### src/rtl/utf8_to_utf16_decoder_assert.svh
// Assertion macros shared by the decoder RTL.
// Each macro checks an implication on the rising clock edge, outside reset.
`ifndef UTF8_TO_UTF16_DECODER_ASSERT_SVH
`define UTF8_TO_UTF16_DECODER_ASSERT_SVH

`ifndef NO_ASSERTIONS

// Same-cycle implication.
`define U8U16_ASSERT_IMPLY(lbl, ante, cons) \
  lbl: assert property (@(posedge clk_i) disable iff (!rst_ni) (ante) |-> (cons)) \
    else $error("same-cycle check failed");

// Next-cycle implication.
`define U8U16_ASSERT_NEXT(lbl, ante, cons) \
  lbl: assert property (@(posedge clk_i) disable iff (!rst_ni) (ante) |=> (cons)) \
    else $error("next-cycle check failed");

`else

`define U8U16_ASSERT_IMPLY(lbl, ante, cons)
`define U8U16_ASSERT_NEXT(lbl, ante, cons)

`endif

`endif

### src/rtl/u8u16_pkg.sv
package u8u16_pkg;

  localparam int unsigned ByteW    = 8;
  localparam int unsigned UnitW    = 16;
  localparam int unsigned PendW    = 2;
  localparam int unsigned PartialW = 10;
  localparam int unsigned Low6W    = 6;

  // Lead byte classification.
  localparam logic [ByteW-1:0] LEAD3_MASK = 8'hF0;
  localparam logic [ByteW-1:0] LEAD3_CODE = 8'hE0;
  localparam logic [ByteW-1:0] LEAD2_MASK = 8'hE0;
  localparam logic [ByteW-1:0] LEAD2_CODE = 8'hC0;
  localparam logic [ByteW-1:0] LEAD3_BITS = 8'h0F;
  localparam logic [ByteW-1:0] LEAD2_BITS = 8'h1F;
  localparam logic [ByteW-1:0] CONT_BITS  = 8'h3F;
  localparam logic [ByteW-1:0] ASCII_BITS = 8'h7F;
  localparam logic [ByteW-1:0] TERM_BYTE  = 8'h00;

  // Following-byte counts.
  localparam logic [PendW-1:0] PEND_NONE = 2'd0;
  localparam logic [PendW-1:0] PEND_ONE  = 2'd1;
  localparam logic [PendW-1:0] PEND_TWO  = 2'd2;
  localparam logic [PendW-1:0] PEND_BAD  = 2'd3;

  typedef struct packed {
    logic [PendW-1:0]    pend;
    logic [PartialW-1:0] partial;
  } u8u16_state_t;

  typedef struct packed {
    logic             emit;
    logic [UnitW-1:0] code_unit;
  } u8u16_result_t;

endpackage

### src/rtl/u8u16_stream_if.sv
// Byte request channel into the decoder.
interface u8u16_byte_if;
  logic                         valid;
  logic                         ready;
  logic [u8u16_pkg::ByteW-1:0]  data_byte;

  modport source (output valid, output data_byte, input ready);
  modport sink   (input valid, input data_byte, output ready);
endinterface

// Code unit request channel out of the decoder.
interface u8u16_unit_if;
  logic                         valid;
  logic                         ready;
  logic [u8u16_pkg::UnitW-1:0]  code_unit;

  modport source (output valid, output code_unit, input ready);
  modport sink   (input valid, input code_unit, output ready);
endinterface

### src/rtl/u8u16_core.sv
module u8u16_core (
  input  logic [u8u16_pkg::ByteW-1:0] data_byte_i,
  input  u8u16_pkg::u8u16_state_t     state_i,
  output u8u16_pkg::u8u16_state_t     state_o,
  output u8u16_pkg::u8u16_result_t    result_o
);
  import u8u16_pkg::*;

  logic [Low6W-1:0] low6;
  logic [ByteW-1:0] lead3_bits;
  logic [ByteW-1:0] lead2_bits;
  logic [ByteW-1:0] ascii_bits;

  assign low6       = Low6W'(data_byte_i & CONT_BITS);
  assign lead3_bits = data_byte_i & LEAD3_BITS;
  assign lead2_bits = data_byte_i & LEAD2_BITS;
  assign ascii_bits = data_byte_i & ASCII_BITS;

  // Decode one byte against the current sequence state.
  always_comb begin
    state_o            = state_i;
    result_o.emit      = 1'b0;
    result_o.code_unit = '0;
    if (data_byte_i == TERM_BYTE) begin
      // The terminator drops any partial sequence.
      state_o.pend    = PEND_NONE;
      state_o.partial = '0;
    end else if (state_i.pend == PEND_ONE) begin
      // Last following byte completes the code unit.
      result_o.emit      = 1'b1;
      result_o.code_unit = {state_i.partial, low6};
      state_o.pend       = PEND_NONE;
      state_o.partial    = '0;
    end else if (state_i.pend != PEND_NONE) begin
      // Middle byte of a three-byte sequence; a count of three is counted down by one as well.
      state_o.partial = {state_i.partial[3:0], low6};
      state_o.pend    = state_i.pend - PEND_ONE;
    end else if ((data_byte_i & LEAD3_MASK) == LEAD3_CODE) begin
      state_o.partial = PartialW'(lead3_bits);
      state_o.pend    = PEND_TWO;
    end else if ((data_byte_i & LEAD2_MASK) == LEAD2_CODE) begin
      state_o.partial = PartialW'(lead2_bits);
      state_o.pend    = PEND_ONE;
    end else begin
      // Any other byte stands alone with its top bit cleared.
      result_o.emit      = 1'b1;
      result_o.code_unit = UnitW'(ascii_bits);
    end
  end

endmodule

### src/rtl/utf8_to_utf16_decoder.sv
// UTF-8 to UTF-16 decoder. Each request on in_i carries one byte of a UTF-8
// string; a request on out_o carries a 16-bit code unit whenever a two- or
// three-byte sequence completes, or a lone byte (any other lead byte, masked
// to seven bits) is seen. Following bytes are not checked. A zero byte ends
// the string, produces nothing and drops any partial sequence. The block
// takes one byte per clock while out_o is not stalled, and the code unit
// appears in the cycle after its last byte is accepted; the rate rests on
// the update of the sequence state register, and the output register lets
// a new byte enter while the previous code unit is still being taken.
module utf8_to_utf16_decoder (
  input  logic                 clk_i,
  input  logic                 rst_ni,
  u8u16_byte_if.sink           in_i,
  u8u16_unit_if.source         out_o
);
  import u8u16_pkg::*;

  `include "utf8_to_utf16_decoder_assert.svh"

  u8u16_state_t     state_q, state_d;
  u8u16_result_t    result;
  logic             out_vld_q, out_vld_d;
  logic [UnitW-1:0] unit_q, unit_d;
  logic             in_acc;

  // Accept a byte whenever the output register is free or being emptied.
  assign in_i.ready = !out_vld_q || out_o.ready;
  assign in_acc     = in_i.valid && in_i.ready;

  u8u16_core u_core (
    .data_byte_i (in_i.data_byte),
    .state_i     (state_q),
    .state_o     (state_d),
    .result_o    (result)
  );

  // Output register control.
  always_comb begin
    out_vld_d = out_vld_q;
    unit_d    = unit_q;
    if (in_acc) begin
      out_vld_d = result.emit;
      if (result.emit) begin
        unit_d = result.code_unit;
      end
    end else if (out_o.ready) begin
      out_vld_d = 1'b0;
    end
  end

  // Control state.
  always_ff @(posedge clk_i or negedge rst_ni) begin
    if (!rst_ni) begin
      state_q   <= '0;
      out_vld_q <= 1'b0;
    end else begin
      out_vld_q <= out_vld_d;
      if (in_acc) begin
        state_q <= state_d;
      end
    end
  end

  // Result payload.
  always_ff @(posedge clk_i) begin
    unit_q <= unit_d;
  end

  assign out_o.valid     = out_vld_q;
  assign out_o.code_unit = unit_q;

  `U8U16_ASSERT_IMPLY(a_pend_range, 1'b1, state_q.pend != PEND_BAD)
  `U8U16_ASSERT_IMPLY(a_partial_narrow, state_q.pend == PEND_TWO, state_q.partial[9:4] == 6'd0)
  `U8U16_ASSERT_NEXT(a_term_clears, in_acc && (in_i.data_byte == TERM_BYTE), (state_q.pend == PEND_NONE) && (state_q.partial == '0) && !out_vld_q)
  `U8U16_ASSERT_NEXT(a_lead3_starts, in_acc && (state_q.pend == PEND_NONE) && ((in_i.data_byte & LEAD3_MASK) == LEAD3_CODE), state_q.pend == PEND_TWO)
  `U8U16_ASSERT_IMPLY(a_out_from_accept, $rose(out_vld_q), $past(in_acc))

endmodule

### src/flat_wrapper.sv
// flat-port wrapper written by rule: the top's interface ports become plain ports
module utf8_to_utf16_decoder_flat import u8u16_pkg::*;
  (clk_i, rst_ni, in_i_valid, in_i_data_byte, in_i_ready, out_o_valid, out_o_code_unit, out_o_ready);
  u8u16_byte_if in_i_i ();
  u8u16_unit_if out_o_i ();
  input  logic clk_i;
  input  logic rst_ni;
  input wire logic [$bits(in_i_i.valid)-1:0] in_i_valid;
  input wire logic [$bits(in_i_i.data_byte)-1:0] in_i_data_byte;
  output wire logic [$bits(in_i_i.ready)-1:0] in_i_ready;
  output wire logic [$bits(out_o_i.valid)-1:0] out_o_valid;
  output wire logic [$bits(out_o_i.code_unit)-1:0] out_o_code_unit;
  input wire logic [$bits(out_o_i.ready)-1:0] out_o_ready;
  assign in_i_i.valid = in_i_valid;
  assign in_i_i.data_byte = in_i_data_byte;
  assign in_i_ready = in_i_i.ready;
  assign out_o_valid = out_o_i.valid;
  assign out_o_code_unit = out_o_i.code_unit;
  assign out_o_i.ready = out_o_ready;
  utf8_to_utf16_decoder u_core (.clk_i(clk_i), .rst_ni(rst_ni), .in_i(in_i_i), .out_o(out_o_i));
endmodule
### config.mk
export PLATFORM = sky130hd
export DESIGN_NAME = utf8_to_utf16_decoder_flat
export DESIGN_NICKNAME = d
export VERILOG_FILES = /design/src/rtl/u8u16_pkg.sv /design/src/rtl/u8u16_stream_if.sv /design/src/rtl/u8u16_core.sv /design/src/rtl/utf8_to_utf16_decoder.sv /design/src/flat_wrapper.sv
export VERILOG_INCLUDE_DIRS = /design/src /design/src/rtl
export SDC_FILE = /design/constraint.sdc
export NUM_CORES = 1
export LEC_CHECK = 0
export BUFFER_PORTS_ARGS = -buffer_cell sky130_fd_sc_hd__buf_4
export CAP_MARGIN = 20
export CELL_PAD_IN_SITES_DETAIL_PLACEMENT = 1
export CELL_PAD_IN_SITES_GLOBAL_PLACEMENT = 1
export CORE_MARGIN = 2
export CORE_UTILIZATION = 46
export DETAILED_ROUTE_END_ITERATION = 8
export PLACE_DENSITY = 0.95
export SKIP_CTS_REPAIR_TIMING = 1
export SYNTH_ARGS = -nofsm -noshare
export SYNTH_HDL_FRONTEND = slang
export SYNTH_HIERARCHICAL = 1
export SYNTH_SLANG_ARGS = --single-unit
### constraint.sdc
create_clock -name clk_i -period 4.6 [get_ports clk_i]
set_input_delay 0.46 -clock clk_i [delete_from_list [all_inputs] [get_ports clk_i]]
set_output_delay 0.46 -clock clk_i [all_outputs]
set_load 0.01 [all_outputs]
==> impl_results.md, run 1 <==
* Primary FF master, synth: edfxtp_1
* Total track usage at 20.74%
* DR vias/cell at 5.520
* Max clock buf depth at 2
* Crit-path cells: or2_1 -> a31oi_4 -> mux2i_1 -> nor2_1 -> mux2_4
* Clock skew at 7.558 ps
* Area grow syn2layout at 21.37%
* Congestion Overflow GR at 0
* Sw Pwr at 0.2465 mW
* # H-tree levels at 2
* Post-route cell area at 1734 µm²
* Largest area contributor in the netlist: edfxtp_1
* Initial antenna violation count at 0
* Slew HR at 47.46%
* Worst-margin pin slew at 786.4 ps
* #FFs+latches synth at 29
* Final Setup Violations at 0
* Fmax at 0.4871 GHz
* Rows at 20
* # DRC at 0
* GPL Wtd Cong at 0.7915
* Final hold vios at 0
* Sequential element share of the synthesized area at 56.39%
* First-pass GRT wire length at 5064 µm
* Int Pwr at 0.5413 mW
* CP Launch Type: flop
* Max-slew violation count at 0
* Most common cell after layout, fill and taps aside: buf_4
* Leakage power at 0.7775 nW
* Yosys warns at 6
* Top post-synthesis cells by area: edfxtp_1, dfrtp_1, mux2_4, and2_1, nor2_1
* Netlist Area Pre-Place at 1429 µm²
* Full die area at 3568 µm²
* Vias in the first global route at 1002
* Core Area at 3003 µm²
* Data arrival time of the worst path at 2270 ps
* Hpwl dp at 2344 µm
* CP delay by family, top: multiplexers
* Netlist cell types at 26
* First DRT Iteration DRCs at 22
* Detailed-route via count at 977
* TritonRoute pass-1 iters at 4
* Ratio of cells with drive above 1 in the final layout at 38.89%
* Worst path bufs/invs at 0
* Switching part of the total power at 31.29%
* Commonest non-fill, non-tap cells in the layout: buf_4, edfxtp_1, nor2_1
* Number of flops mapped to enable cells by yosys at 16
* DIE HEIGHT at 59.74 µm
* Combinational power share at 29.4%
* Largest net degree at the start of global routing at 14
* Status: finished clean
* Clock sink total at 29
* Slowest stage delay, CP at 490 ps
* Min Clock Period, post-route at 2053 ps
* TritonCTS clock tree: built
* Hold Path Class: input pin to flop
* RSZ-0062 raised after global routing: false
* Async SR Flop Fraction at 44.83%
* WL/cell at 18.42 µm
* Syn nets at 120
* Critical path type: flop to flop
* Max Cap Violations at 0
* Total CTS buffers at 5
* Worst path required time at 4820 ps
* I/O pins at 30
* Post-Syn Area per Cell at 13.23 µm²
* Critical-path top delay cell: dfrtp_1
* Initial Utilization at 47.58%
* Root cell of the clock tree: clkbuf_4
* Worst-skew pair later-pin latency at 330 ps
* Tcrit/Tclk final at 44.63%
* CTS clock-pin slew for the worst setup and hold paths at 90 ps
* Synthesized netlist cell count at 108
* Antenna fix cells at 0
* Post-DRT Antenna Nets at 0
* Area share of the largest cell type after synthesis at 33.63%
* Final nets at 155
* Worst-case vdd ir drop at 0.0001897 V
* Critical path capture point type: flop
* Setup TNS at 0 ps
* DP Area at 1665 µm²
* IO Port Bufs at 29
* Power share of the clock group at 20.8%
* Worst Path Max Fanout at 10
* Sequential Power Share at 49.9%
* Die Wd at 59.74 µm
* Final WL at 3261 µm
* Power Dens Cells at 454.3 nW/µm²
## cells in the mapped netlist (2+ instances only)
master    count
edfxtp_1     16
nor2_1       16
and2_1       13
dfrtp_1      13
mux2_4       10
a22oi_1       5
nand2_1       5
mux2i_1       4
nor3_1        4
buf_6         3
a21oi_1       2
mux2_2        2
o311a_2       2
## kinds of logic (layout without fill, tap and decap cells)
group | Yosys count | in the layout | share of synthesized area (%)
AO/OA/AOI/OAI | 12 | 12 | 7.619
buffers and inverters | 4 | 40 | 2.627
flip-flops | 29 | 29 | 56.39
multiplexers | 16 | 16 | 14.89
AND/OR/NAND/NOR | 47 | 47 | 18.48
## through the flow
step | std cells | hold WS [ps] | utilization (%) | worst slack, ps | power (mW)
floorplan | 108 | 164.4 | - | 2529 | 0.5485
global placement | 167 | 316.7 | 55.08 | 2160 | 0.6107
detailed placement | 168 | 321.4 | 55.46 | 2335 | 0.6273
CTS | 176 | -47.11 | 57.42 | 2547 | 0.7911
global route | 177 | 388.1 | 57.75 | 2394 | 0.8311
finish | 177 | 392.3 | 57.75 | 2547 | 0.7878
## sequential cells by signal, summed over array words and instances, names as in the netlist
name and count:
u_core/state_q 12, u_core/out_o.valid 1, u_core/out_o.code_unit 16
## worst reg2reg max path, cell delays in order, from the launching register on
cell and delay [ps]:
dfrtp_1 490, or2_1 420, a31oi_4 420, mux2i_1 270, nor2_1 60, mux2_4 290
## area by class of cell
type                    count  area (µm²)
fillers                   327        1269
flip-flops and latches     29       805.8
multi-input cells          75       585.6
repair buffers             31       239.0
clock buffers               8       58.81
well taps                  33       41.29
inverters                   1       3.754
## layer usage
metal | vias to the layer above | track usage [%] | wire [µm]
met5 | - | 0 | 0
met4 | 0 | 10.16 | 50
met3 | 6 | 6.710 | 177
met2 | 36 | 33.70 | 1661
met1 | 472 | 24.65 | 1372
li1 | 463 | - | -
## path summary, 6_finish.rpt
check | start | end | slack (ps) | depth (start not counted)
worst max register to register | u_core/state_q[10]$_DFFE_PN0P_ | u_core/state_q[1]$_DFFE_PN0P_ | 2550 | 5
worst min register to register | u_core/state_q[7]$_DFFE_PN0P_ | u_core/state_q[7]$_DFFE_PN0P_ | 550 | 1
max in group asynchronous | rst_ni | u_core/state_q[5]$_DFFE_PN0P_ | 3910 | 2
min in group asynchronous | rst_ni | u_core/out_o.valid$_DFFE_PN0P_ | 520 | 2
worst min-delay path | in_i_valid | u_core/out_o.valid$_DFFE_PN0P_ | 390 | 3
worst max-delay path | u_core/state_q[10]$_DFFE_PN0P_ | u_core/state_q[1]$_DFFE_PN0P_ | 2550 | 5
## power by group through the flow
stage          sequential, mW  combinational (mW)  clock [mW]
6_report                0.393               0.231       0.164
5_1_grt                 0.400               0.252       0.179
4_1_cts                 0.392               0.232       0.167
3_5_place_dp            0.398               0.230           0
3_3_place_gp            0.393               0.218           0
2_1_floorplan           0.384               0.165           0
No activity file was read; power rests on OpenSTA's default activity.
==> run 2: changes to the inputs <==
--- a/config.mk
+++ b/config.mk
@@ -6,14 +6,15 @@
 export SDC_FILE = /design/constraint.sdc
 export NUM_CORES = 1
 export LEC_CHECK = 0
+export ABC_AREA = 1
 export BUFFER_PORTS_ARGS = -buffer_cell sky130_fd_sc_hd__buf_4
 export CAP_MARGIN = 20
 export CELL_PAD_IN_SITES_DETAIL_PLACEMENT = 1
 export CELL_PAD_IN_SITES_GLOBAL_PLACEMENT = 1
 export CORE_MARGIN = 2
-export CORE_UTILIZATION = 46
+export CORE_UTILIZATION = 40
 export DETAILED_ROUTE_END_ITERATION = 8
-export PLACE_DENSITY = 0.95
+export PLACE_DENSITY = 0.9
 export SKIP_CTS_REPAIR_TIMING = 1
 export SYNTH_ARGS = -nofsm -noshare
 export SYNTH_HDL_FRONTEND = slang
==> constraint.sdc (replaced) <==
create_clock -name clk_i -period 2 [get_ports clk_i]
set_input_delay 0.2 -clock clk_i [delete_from_list [all_inputs] [get_ports clk_i]]
set_output_delay 0.2 -clock clk_i [all_outputs]
set_load 0.01 [all_outputs]
==> run 2 against run 1 <==
  * Highest routed layer unchanged
  * Register-to-register slack got worse by 2400 ps
  * Critical endpoint is now u_core/out_o.code_unit[10]$_DFFE_PP_
  * Hold slack got worse by 140 ps
  * Sequential power increased to 2.6 times the previous value
  * Clock skew decreased by 4.6 ps
  * Wire length increased by 20%
  * Worst setup slack got worse by 2400 ps
  * Utilization decreased by 5.4 points
==> impl_results.md, run 2 <==
* Power share of the clock group at 20.1%
* Critical path capture point type: flop
* TritonRoute pass-1 iters at 4
* Most common cell after layout, fill and taps aside: nand2_1
* First-pass GRT wire length at 6513 µm
* Worst-margin pin slew at 428.9 ps
* Hpwl dp at 2921 µm
* Async SR Flop Fraction at 44.83%
* Setup TNS at 0 ps
* Largest net degree at the start of global routing at 15
* Max-slew violation count at 0
* Final Setup Violations at 0
* CTS clock-pin slew for the worst setup and hold paths at 60 ps
* Combinational power share at 43.6%
* Slew HR at 71.37%
* Max Cap Violations at 0
* Largest area contributor in the netlist: edfxtp_1
* Netlist Area Pre-Place at 1516 µm²
* Multi-input gate area at 579.3 µm²
* # DRC at 0
* Worst-case vdd ir drop at 0.0007850 V
* Critical path type: flop to flop
* Area share of the largest cell type after synthesis at 31.68%
* Placement Setup Slack at 136.8 ps
* Syn nets at 194
* Antenna fix cells at 0
* Worst Path Max Fanout at 12
* Total CTS buffers at 5
* Core Area at 3661 µm²
* Fmax at 0.5351 GHz
* Data arrival time of the worst path at 1860 ps
* Total track usage at 20.56%
* Number of flops mapped to enable cells by yosys at 16
* Setup ws final at 131.3 ps
* Clock sink total at 29
* Sequential Power Share at 36.3%
* Hold Path Class: input pin to flop
* Sw Pwr at 1.123 mW
* Final nets at 230
* Ratio of cells with drive above 1 in the final layout at 30.14%
* IO Port Bufs at 29
* Primary FF master, synth: edfxtp_1
* WL/cell at 14.70 µm
* Full die area at 4299 µm²
* Sequential element share of the synthesized area at 53.14%
* Synth cell count leaders: nand2_1, nor2_1, nand3_1
* Worst-skew pair later-pin latency at 280 ps
* Detailed-route via count at 1343
* Post-Syn Area per Cell at 8.332 µm²
* Vias in the first global route at 1386
* Status: finished clean
* Initial Utilization at 41.42%
* Tcrit/Tclk final at 93.43%
* Max clock buf depth at 2
* Min Clock Period, post-route at 1869 ps
* CP Launch Type: flop
* Initial antenna violation count at 0
* RSZ-0062 raised after global routing: false
* DR vias/cell at 5.030
* Most common cell in the netlist: nand2_1
* Commonest non-fill, non-tap cells in the layout: nand2_1, buf_4, nand3_1, nor2_1, edfxtp_1
* Die Wd at 65.57 µm
* Fillers at 466
* GPL Wtd Cong at 0.8521
* Rows at 22
* DP Area at 1799 µm²
* Max FFs per register at 16
* Area grow syn2layout at 26.32%
* Post-route cell area at 1916 µm²
* TritonCTS clock tree: built
* R2R Setup Slk at 130 ps
* Post-DRT Antenna Nets at 0
* Leakage power at 0.9284 nW
* I/O pins at 30
* Worst path required time at 2000 ps
* # H-tree levels at 2
* Top post-synthesis cells by area: edfxtp_1, dfrtp_1, nand2_1, nand3_1, nor2_1
* Synthesized netlist cell count at 182
* Switching part of the total power at 39.46%
* Root cell of the clock tree: clkbuf_8
* Power Dens Cells at 1486 nW/µm²
* Sequential cell area at 805.8 µm²
* DIE HEIGHT at 65.57 µm
* Final WL at 3924 µm
* Netlist cell types at 20
* Final hold vios at 0
* Int Pwr at 1.723 mW
* First DRT Iteration DRCs at 70
* Clock skew at 2.997 ps
* Congestion Overflow GR at 0
* #FFs+latches synth at 29
* Yosys warns at 6
[run 2: cell types whose count changed in the layout (fill, tap and decap cells not counted), moves of 5 or more]
cell,before,now
nor2_1,16,22
nand2_2,0,5
nor2_2,0,9
mux2_4,10,0
inv_2,0,9
a22oi_1,5,0
and2_1,13,0
clkbuf_4,5,0
nand3_1,0,22
a21oi_1,2,8
nand2_1,5,46
inv_1,1,14
[run 2: power groups by stage]
stage                     Sequential, mW  Clock [mW]  Combinational, mW
after floorplan                     1.06           0              0.739
after global placement              1.03           0               1.17
after detailed placement            1.04           0               1.22
after CTS                           1.03       0.584               1.24
after global routing                1.06       0.615               1.37
final                               1.03       0.573               1.24
[run 2: through the flow]
| step | power [mW] | util [%] | hold slack (ps) | cells |
|---|---|---|---|---|
| after global routing | 3.046 | 52.32 | 272.5 | 267 |
| after global placement | 2.204 | 49.15 | 53.22 | 258 |
| after floorplan | 1.796 | - | -95.59 | 182 |
| final | 2.846 | 52.32 | 251.2 | 267 |
| after detailed placement | 2.260 | 49.15 | 53.22 | 258 |
| after CTS | 2.863 | 52.05 | -251.4 | 266 |
[run 2: critical path: stages, from the launching register on]
cell,delay [ps]
dfrtp_1,400
inv_2,80
nor2_4,200
inv_2,120
nand2_2,100
nand2_4,90
inv_2,60
inv_1,50
nor2_2,290
buf_12,180
[run 2: area by class of cell]
type,instances,area share (%)
multi-input cells,124,30.24
well taps,48,3.135
clock inverters,2,1.764
inverters,23,4.507
repair buffers,35,14.50
clock buffers,6,3.788
flip-flops and latches,29,42.06
[run 2: final timing paths]
check / from / endpoint / cells after the start
max reg2reg: u_core/state_q[10]$_DFFE_PN0P_ / u_core/out_o.code_unit[10]$_DFFE_PP_ / 9
max in group asynchronous: rst_ni / u_core/state_q[10]$_DFFE_PN0P_ / 2
max: u_core/state_q[10]$_DFFE_PN0P_ / u_core/out_o.code_unit[10]$_DFFE_PP_ / 9
min reg2reg: u_core/state_q[0]$_DFFE_PN0P_ / u_core/state_q[0]$_DFFE_PN0P_ / 2
min: in_i_data_byte[3] / u_core/out_o.code_unit[3]$_DFFE_PP_ / 3
min in group asynchronous: rst_ni / u_core/state_q[3]$_DFFE_PN0P_ / 2
[run 2: routing by layer]
metal  track usage, %  share of wire [%]  vias up
met5                0                  0        -
met4            9.375                2.0        0
met3            3.596                3.6        9
met2            34.44                 50       36
met1            25.86                 45      647
li1                 -                  -      651
[run 2: logic make-up (layout without fill, tap and decap cells)]
family          after synthesis  in the layout  share of synthesized area, %
flops                        29             29                         53.14
buf+inv                      29             66                         8.828
simple gates                111            111                         33.00
compound gates               13             13                         5.033
==> run 3: changes to the inputs <==
--- a/config.mk
+++ b/config.mk
@@ -11,6 +11,7 @@
 export CAP_MARGIN = 20
 export CELL_PAD_IN_SITES_DETAIL_PLACEMENT = 1
 export CELL_PAD_IN_SITES_GLOBAL_PLACEMENT = 1
+export CORE_ASPECT_RATIO = 1.2
 export CORE_MARGIN = 2
 export CORE_UTILIZATION = 40
 export DETAILED_ROUTE_END_ITERATION = 8
==> run 3 against run 2 <==
  * Worst setup slack improved by 120 ps
  * Sequential share of layout area rose by 0.73 points
  * Total power is 6.9% lower
  * Final area shrank 1.7%
  * Hold slack lost 0.90 ps
  * Count of clock-buffer cells in the layout decreased by 1
  * Register-to-register slack gained 120 ps
  * Utilization down 0.50 points
  * Critical path depth is 1 lower
  * Clock skew up 2.7 ps
  * Die area about the same
  * Cell count increased by 1.5%
  * Highest routed layer unchanged
==> impl_results.md, run 3 (synthesized netlist as in run 2, its figures left out) <==
* Sequential Power Share at 38.7%
* First DRT Iteration DRCs at 20
* Initial Utilization at 41.74%
* Detailed-route via count at 1305
* DR vias/cell at 4.815
* Commonest non-fill, non-tap cells in the layout: nand2_1, buf_4, nand3_1, nor2_1, edfxtp_1
* Placement Setup Slack at 272.4 ps
* Final WL at 3647 µm
* Worst-skew pair later-pin latency at 280 ps
* CTS clock-pin slew for the worst setup and hold paths at 60 ps
* Critical-path top delay cell: dfrtp_1
* Data arrival time of the worst path at 1720 ps
* Worst Path Max Fanout at 16
* Area grow syn2layout at 24.18%
* Crit-path cells: nor2_4 -> inv_2 -> nand2_2 -> nand2_4 -> inv_2 -> inv_1 -> nor2_2 -> buf_4
* Max Cap Violations at 0
* Int Pwr at 1.570 mW
* Worst path required time at 1970 ps
* IO Port Bufs at 29
* Fillers at 436
* CP Launch Type: flop
* Tcrit/Tclk final at 87.43%
* Total track usage at 19.71%
* Slew HR at 68.20%
* Most frequent CP cell: inv_2
* TritonCTS clock tree: built
* RSZ-0062 raised after global routing: false
* Core Area at 3633 µm²
* Die Wd at 60.21 µm
* Critical path type: flop to flop
* GPL Wtd Cong at 0.8754
* # DRC at 0
* Min Clock Period, post-route at 1749 ps
* Total CTS buffers at 5
* Rows at 24
* Hold Path Class: input pin to flop
* Largest net degree at the start of global routing at 17
* Leakage power at 0.9150 nW
* Setup TNS at 0 ps
* Root cell of the clock tree: clkbuf_8
* Clock skew at 5.729 ps
* Clock sink total at 29
* I/O pins at 30
* Max clock buf depth at 2
* Status: finished clean
* Initial antenna violation count at 0
* Combinational power share at 44.7%
* Full die area at 4302 µm²
* Hpwl dp at 2883 µm
* # H-tree levels at 2
* Antenna fix cells at 0
* Power share of the clock group at 16.6%
* Worst-margin pin slew at 476.5 ps
* Slowest stage delay, CP at 450 ps
* Final nets at 230
* Sw Pwr at 1.078 mW
* Post-DRT Antenna Nets at 0
* Setup ws final at 251.4 ps
* WL/cell at 13.46 µm
* Final Setup Violations at 0
* Worst-case vdd ir drop at 0.0005570 V
* Max FFs per register at 16
* Congestion Overflow GR at 0
* Critical path capture point type: flop
* DIE HEIGHT at 71.45 µm
* Fmax at 0.5719 GHz
* TritonRoute pass-1 iters at 4
* Switching part of the total power at 40.71%
* Final hold vios at 0
* Max-slew violation count at 0
* Most common cell after layout, fill and taps aside: nand2_1
* First-pass GRT wire length at 6134 µm
* Power Dens Cells at 1406 nW/µm²
* Ratio of cells with drive above 1 in the final layout at 30.14%
* Vias in the first global route at 1333
==> run 3: final timing paths <==
kind | start | end | slack (ps) | depth (start not counted)
max in group asynchronous | rst_ni | u_core/state_q[1]$_DFFE_PN0P_ | 1550 | 2
min in group asynchronous | rst_ni | u_core/state_q[10]$_DFFE_PN0P_ | 280 | 2
worst max-delay path | u_core/state_q[11]$_DFFE_PN0P_ | u_core/out_o.code_unit[11]$_DFFE_PP_ | 250 | 8
worst min-delay path | in_i_data_byte[3] | u_core/out_o.code_unit[3]$_DFFE_PP_ | 250 | 3
worst max register to register | u_core/state_q[11]$_DFFE_PN0P_ | u_core/out_o.code_unit[11]$_DFFE_PP_ | 250 | 8
worst min register to register | u_core/state_q[3]$_DFFE_PN0P_ | u_core/state_q[3]$_DFFE_PN0P_ | 510 | 2
==> run 3: area by class of cell <==
type / instances / area [µm²] / share of cell area [%]
clock inverters: 3 / 12.51 / 0.6645
repair buffers: 35 / 265.3 / 14.09
well taps: 52 / 65.06 / 3.455
multi-input cells: 124 / 579.3 / 30.76
clock buffers: 5 / 68.82 / 3.654
flip-flops and latches: 29 / 805.8 / 42.79
inverters: 23 / 86.33 / 4.585
==> run 3: power by group through the flow <==
stage / logic [mW] / registers, mW / clock network (mW)
2_1_floorplan: 0.739 / 1.06 / 0
3_3_place_gp: 1.14 / 1.03 / 0
3_5_place_dp: 1.19 / 1.04 / 0
4_1_cts: 1.19 / 1.03 / 0.457
5_1_grt: 1.34 / 1.05 / 0.485
6_report: 1.18 / 1.03 / 0.439
==> run 3: per-stage QoR <==
stage	utilization (%)	total power, mW	hold slack [ps]	instance area (µm²)	cells
6_report	51.83	2.648	250.4	1883	271
5_1_grt	51.83	2.872	250.3	1883	271
4_1_cts	51.55	2.681	-256.0	1873	270
3_5_place_dp	49.31	2.222	52.11	1792	262
3_3_place_gp	49.31	2.162	50.29	1792	262
2_1_floorplan	-	1.796	-95.59	1519	182
==> run 3: routing by layer <==
metal | part of all wire (%) | GRT usage (%) | wire length [µm]
met5 | 0 | 0 | 0
met4 | 3.3 | 11.36 | 121
met3 | 4.7 | 5.235 | 171
met2 | 49 | 31.64 | 1795
met1 | 43 | 23.25 | 1559
==> run 3: critical path: cells and delay by family, from the launching register on <==
| family | cells | cell delay, ps |
|---|---|---|
| buffers and inverters | 4 | 440 |
| DFF | 1 | 450 |
| and+or+nand+nor | 4 | 530 |
